**src/hdl/bit_matrix_tag_table_core_assert.svh**
```systemverilog
// Assertion macros for the bit matrix tag table core.
// Expects clk and arst_n in the scope of each use.
`ifndef BIT_MATRIX_TAG_TABLE_CORE_ASSERT_SVH
`define BIT_MATRIX_TAG_TABLE_CORE_ASSERT_SVH

`ifndef SYNTH
// Same-cycle implication, checked out of reset only.
`define BMTT_ASSERT_IMP(lbl, ante, cons, msg) \
	lbl: assert property (@(posedge clk) disable iff (!arst_n) (ante) |-> (cons)) \
		else $error(msg);
// Next-cycle implication, checked out of reset only.
`define BMTT_ASSERT_NXT(lbl, ante, cons, msg) \
	lbl: assert property (@(posedge clk) disable iff (!arst_n) (ante) |=> (cons)) \
		else $error(msg);
`else
`define BMTT_ASSERT_IMP(lbl, ante, cons, msg)
`define BMTT_ASSERT_NXT(lbl, ante, cons, msg)
`endif

`endif

```
**src/hdl/bmtt_pkg.sv**
```systemverilog
// Shared types, codes and helpers of the bit matrix tag table core.
// No dependencies; all other files but bmtt_ram and the assertion header use it.
package bmtt_pkg;

	localparam int CMD_W      = 3;
	localparam int ROW_W      = 8;
	localparam int OFF_W      = 5;
	localparam int BYTE_W     = 8;
	localparam int COL_W      = 8;
	localparam int CNT_W      = 9;
	localparam int ROWCNT_W   = 9;
	localparam int COLCNT_W   = 8;
	localparam int CFG_IDX_W  = 1;
	localparam int CFG_DATA_W = 9;
	localparam int RB_W       = 6;

	localparam logic [CMD_W-1:0] CMD_OR_BITS   = 3'd0;
	localparam logic [CMD_W-1:0] CMD_WRITE     = 3'd1;
	localparam logic [CMD_W-1:0] CMD_READ      = 3'd2;
	localparam logic [CMD_W-1:0] CMD_COUNT_ROW = 3'd3;
	localparam logic [CMD_W-1:0] CMD_COUNT_COL = 3'd4;

	localparam logic [BYTE_W-1:0] BIT_MSB_MASK = 8'h80;
	localparam logic [CNT_W-1:0]  COUNT_MAX    = 9'h1FF;
	localparam logic [1:0]        PAIR_BITS [4] = '{2'd0, 2'd1, 2'd1, 2'd2};

	localparam logic [ROWCNT_W-1:0] ROW_COUNT_RST    = 9'd256;
	localparam logic [COLCNT_W-1:0] COLUMN_COUNT_RST = 8'd255;

	typedef enum logic [CFG_IDX_W-1:0] {
		REG_ROW_COUNT    = 1'b0,
		REG_COLUMN_COUNT = 1'b1
	} cfg_reg_t;

	typedef enum logic [2:0] {
		ST_CLEAR,
		ST_IDLE,
		ST_EXEC,
		ST_RMW,
		ST_WALK,
		ST_DRAIN,
		ST_FINISH
	} state_t;

	// Controller to datapath commands.
	typedef struct packed {
		logic clr_step;
		logic load;
		logic exec_write;
		logic rmw;
		logic walk_issue;
		logic load_out;
	} ctl_cmd_t;

	// Datapath to controller status.
	typedef struct packed {
		logic clr_done;
		logic item_ok;
		logic is_write;
		logic is_rmw;
		logic walk_empty;
		logic walk_last;
	} dp_stat_t;

	// Population count of one byte, two bits at a time.
	function automatic logic [3:0] byte_pop(input logic [7:0] v);
		return 4'(PAIR_BITS[v[1:0]]) + 4'(PAIR_BITS[v[3:2]]) +
		       4'(PAIR_BITS[v[5:4]]) + 4'(PAIR_BITS[v[7:6]]);
	endfunction

endpackage

```
**src/hdl/bmtt_ctrl.sv**
```systemverilog
// Controller of the bit matrix tag table core: sequences clear, byte ops and walks.
// Depends on bmtt_pkg for state, command and status types.
module bmtt_ctrl (
	input  logic                clk,
	input  logic                arst_n,
	input  logic                req_valid,
	output logic                req_ready,
	output logic                rsp_valid,
	input  logic                rsp_ready,
	input  bmtt_pkg::dp_stat_t  stat,
	output bmtt_pkg::ctl_cmd_t  cmd
);
	import bmtt_pkg::*;

	state_t state_q, state_d;
	logic   out_valid_q;
	logic   out_free;

	assign out_free = !out_valid_q || rsp_ready;

	always_comb begin
		state_d = state_q;
		unique case (state_q)
			ST_CLEAR: begin
				if (stat.clr_done) state_d = ST_IDLE;
			end
			ST_IDLE: begin
				if (req_valid) state_d = ST_EXEC;
			end
			ST_EXEC: begin
				if (!stat.item_ok || stat.is_write) state_d = ST_FINISH;
				else if (stat.is_rmw) state_d = ST_RMW;
				else if (stat.walk_empty) state_d = ST_FINISH;
				else state_d = ST_WALK;
			end
			ST_RMW: state_d = ST_FINISH;
			ST_WALK: begin
				if (stat.walk_last) state_d = ST_DRAIN;
			end
			ST_DRAIN: state_d = ST_FINISH;
			ST_FINISH: begin
				if (out_free) state_d = ST_IDLE;
			end
			default: state_d = ST_CLEAR;
		endcase
	end

	always_comb begin
		cmd       = '0;
		req_ready = 1'b0;
		unique case (state_q)
			ST_CLEAR: cmd.clr_step = 1'b1;
			ST_IDLE: begin
				req_ready = 1'b1;
				cmd.load  = req_valid;
			end
			ST_EXEC: begin
				cmd.exec_write = stat.item_ok && stat.is_write;
			end
			ST_RMW: cmd.rmw = 1'b1;
			ST_WALK: cmd.walk_issue = 1'b1;
			ST_DRAIN: ;
			ST_FINISH: cmd.load_out = out_free;
			default: ;
		endcase
	end

	always_ff @(posedge clk or negedge arst_n) begin
		if (!arst_n) begin
			state_q     <= ST_CLEAR;
			out_valid_q <= 1'b0;
		end else begin
			state_q <= state_d;
			if (cmd.load_out) out_valid_q <= 1'b1;
			else if (rsp_ready) out_valid_q <= 1'b0;
		end
	end

	assign rsp_valid = out_valid_q;
endmodule

```
**config.mk**
```make
export PLATFORM = sky130hd
export DESIGN_NAME = bmtt_ctrl
export DESIGN_NICKNAME = d
export VERILOG_FILES = /design/src/hdl/bit_matrix_tag_table_core_assert.svh /design/src/hdl/bmtt_pkg.sv /design/src/hdl/bmtt_ctrl.sv
export SDC_FILE = /design/constraint.sdc
export NUM_CORES = 1
export LEC_CHECK = 0
export ABC_AREA = 1
export ABC_CLOCK_PERIOD_IN_PS = 1500
export BUFFER_PORTS_ARGS = -buffer_cell sky130_fd_sc_hd__buf_4
export CAP_MARGIN = 10
export CORE_AREA = 3 3 40 42
export DETAILED_ROUTE_END_ITERATION = 10
export DIE_AREA = 0 0 43 45
export MAX_ROUTING_LAYER = met4
export PLACE_DENSITY = 0.51
export SLEW_MARGIN = 20
export SYNTH_ARGS = -nofsm -noshare
export SYNTH_HDL_FRONTEND = slang
export SYNTH_SLANG_ARGS = --single-unit
```
**constraint.sdc**
```tcl
create_clock -name clk -period 1.5 [get_ports clk]
set_clock_uncertainty 0.2 [all_clocks]
set_input_delay 0.075 -clock clk [delete_from_list [all_inputs] [get_ports clk]]
set_output_delay 0.075 -clock clk [all_outputs]
set_load 0.01 [all_outputs]
```
==> results.py <==
metrics = {
    "sta": {
        "tns_ps": 0,
        "relSlewSlack_pct": 86.89,
        "report.final.slew_viol_count": 0,
        "timing.final.crit_share_pct": 96.95,
        "tightest_slew_ps": 196.0,
        "rsz0062_at_grt": "true",
        "clock.fmax_ghz": 0.6876,
        "setup_viol": 0,
        "setup_slack_ps": 45.75,
        "min_period_ps": 1454,
        "finalHoldViolations": 0,
    },
    "yosys": {
        "synth-simple-area-share_pct": 47.21,
        "netlist_instances": 58,
        "ys_seq_area_share_pct": 29.74,
        "synth-compound-area-share_pct": 4.833,
        "synth_nets": 68,
        "ys_ff_latch": 4,
        "yosys.cell_types.count": 13,
        "postSynthAreaPerCell_sq_um": 5.803,
        "synth_xor_xnor_area_share_pct": 0,
        "synthAdderAreaFrac_pct": 0,
        "syn_area_sq_um": 336.6,
        "yosys_warnings": 0,
        "synth_top_family_by_area": "simple AND/OR/NAND/NOR gates",
        "synthMuxAreaShare_pct": 0,
    },
    "worst_setup_path": {
        "worstPathRequired_ps": 1220,
        "crit-reg2reg-capture": "state_q[2]",
        "path_class": "flop to output port",
        "endpoint_kind": "output port",
        "reg2reg_slack_ps": 100,
        "start_kind": "flop",
        "r2r_start": "state_q[2]",
        "cp_max_fo": 5,
        "r2r_cells": 7,
        "startpoint": "state_q[2]",
        "arrival_ps": 1180,
    },
    "die": {
        "floorplan.rows": 13,
        "die_h_um": 45,
        "die_area_sq_um": 1935,
        "core_sq_um": 1285,
        "ios": 18,
        "start_util_pct": 26.19,
        "die_x_um": 43,
    },
    "power_and_ir_drop": {
        "power.leakage_nw": 0.3350,
        "total_power_mw": 0.9735,
        "p_per_area_nw_per_um2": 1706,
        "vdd_drop_max_mv": 0.5908,
    },
    "drt": {
        "highest_layer": "met3",
        "wire_per_inst_um": 8.121,
        "drc_errors": 0,
        "via_count": 410,
        "route.met2.wl_um": 384,
        "drt_iter0_drc": 2,
        "met1_length_um": 377,
        "ant_nets": 0,
        "routed_wl_um": 804,
        "vias_per_cell": 4.141,
        "wl_met3_um": 42,
        "drtPass1Iterations": 2,
    },
    "layout": {
        "layout_common_cells": "buf_4, nand2_1, inv_1",
        "layout_commonest_cell": "buf_4",
        "area_growth_pct": 69.52,
        "nNetsFinal": 96,
        "layout-drive-gt1-share_pct": 38.10,
        "antenna-diode-count": 0,
        "final_area_sq_um": 570.5,
    },
    "global_routing": {
        "grt_pass1_vias": 345,
        "grt_max_degree": 9,
        "grt-ovfl-total": 0,
        "grt_pass1_wl_mm": 1.338,
        "grt_usage_pct": 9.138,
        "antenna_found_initial": 0,
    },
    "clocking": {
        "clk_path_buf_depth": 2,
        "cts_root_buf": "clkbuf_4",
        "tritoncts": "yes",
        "insertion_delay_ps": 230,
        "htree_levels": 1,
        "cts_buffers": 3,
        "cts.clk_slew.worst_paths_ps": 40,
        "clock-sinks": 4,
    },
    "place": {
        "post-place-ws_ps": 170.1,
        "io_buffer_count": 17,
        "dp_hpwl_um": 606.1,
        "place_congestion": 0.7854,
        "dpl_cell_area_sq_um": 466.7,
    },
    "worst_hold_path": {
        "min_path_cells": 7,
        "whs_endpoint": "state_q[1]",
        "hp-class": "input pin to flop",
        "worstHoldStart": "stat[1]",
    },
    "job": {
        "maxCapViolCount": 0,
    },
    "status": {
        "status": "complete, no violations",
    },
}
## registers in the layout, indices dropped and copies added, names as in the netlist
| signal | count |
|---|---|
| state_q | 3 |
| rsp_valid | 1 |
## layout make-up
| class | count | area [sq um] |
|---|---|---|
| clock buffer | 3 | 22.52 |
| fill | 150 | 714.4 |
| inverter | 12 | 47.55 |
| multi-input combinational | 40 | 180.2 |
| sequential | 4 | 103.9 |
| tap | 15 | 18.77 |
| timing repair buffer | 25 | 197.7 |
## cells in the mapped netlist, drive strengths merged
cell | count | area [sq um]
o21ai | 2 | 10.01
dfrtp | 4 | 100.1
nor2 | 10 | 42.54
nand3 | 8 | 40.04
nand2 | 17 | 63.81
nand3b | 1 | 7.510
nor3 | 1 | 5.000
a31oi | 1 | 6.260
inv | 12 | 45.04
buf | 2 | 16.26
## logic make-up after synthesis
logic type	after synthesis
buf+inv	14
flops	4
simple gates	37
compound gates	3
## through the flow
stage | hold slack (ps) | cells | utilization (%)
floorplan | -420.6 | 58 | -
global placement | -326.2 | 88 | 36.32
detailed placement | -329.3 | 88 | 36.32
CTS | 46.33 | 95 | 41.67
global route | 100.2 | 99 | 44.40
finish | 43.13 | 99 | 44.40
## layer usage
layer / GRT usage (%) / vias to the layer above
li1: - / 228
met1: 12.22 / 173
met2: 14.97 / 9
met3: 1.195 / 0
met4: 1.807 / 0
met5: - / -
## power by group
group	internal (mW)	leakage (nW)	switching, mW
sequential	0.168	0.0473	0.0782
combinational	0.295	0.274	0.306
clock	0.0890	0.0138	0.0370
## worst max-delay path, cell delays in order (launching register included)
cell and delay, ps:
dfrtp_2 430, inv_4 60, nand2_1 50, nor2_2 140
nand2_1 60, nor2_1 80, buf_4 120
## worst max-delay path by stage
stage                             to  depth (start not counted)
after floorplan           state_q[2]                          7
final                         cmd[3]                          6
after global routing          cmd[3]                          6
after CTS                     cmd[3]                          6
after global placement    state_q[2]                          7
after detailed placement      cmd[3]                          6
## what timing repair did
item | in CTS | in global routing
gates resized for setup | 3 | 3
hold buffers | 4 | 0
setup endpoints to repair | 1 | 5
hold endpoints to repair | 7 | 0
gates cloned | 0 | 0
setup buffers | 0 | 4
pin swaps | 0 | 1
(Power assumes the default switching activity.)
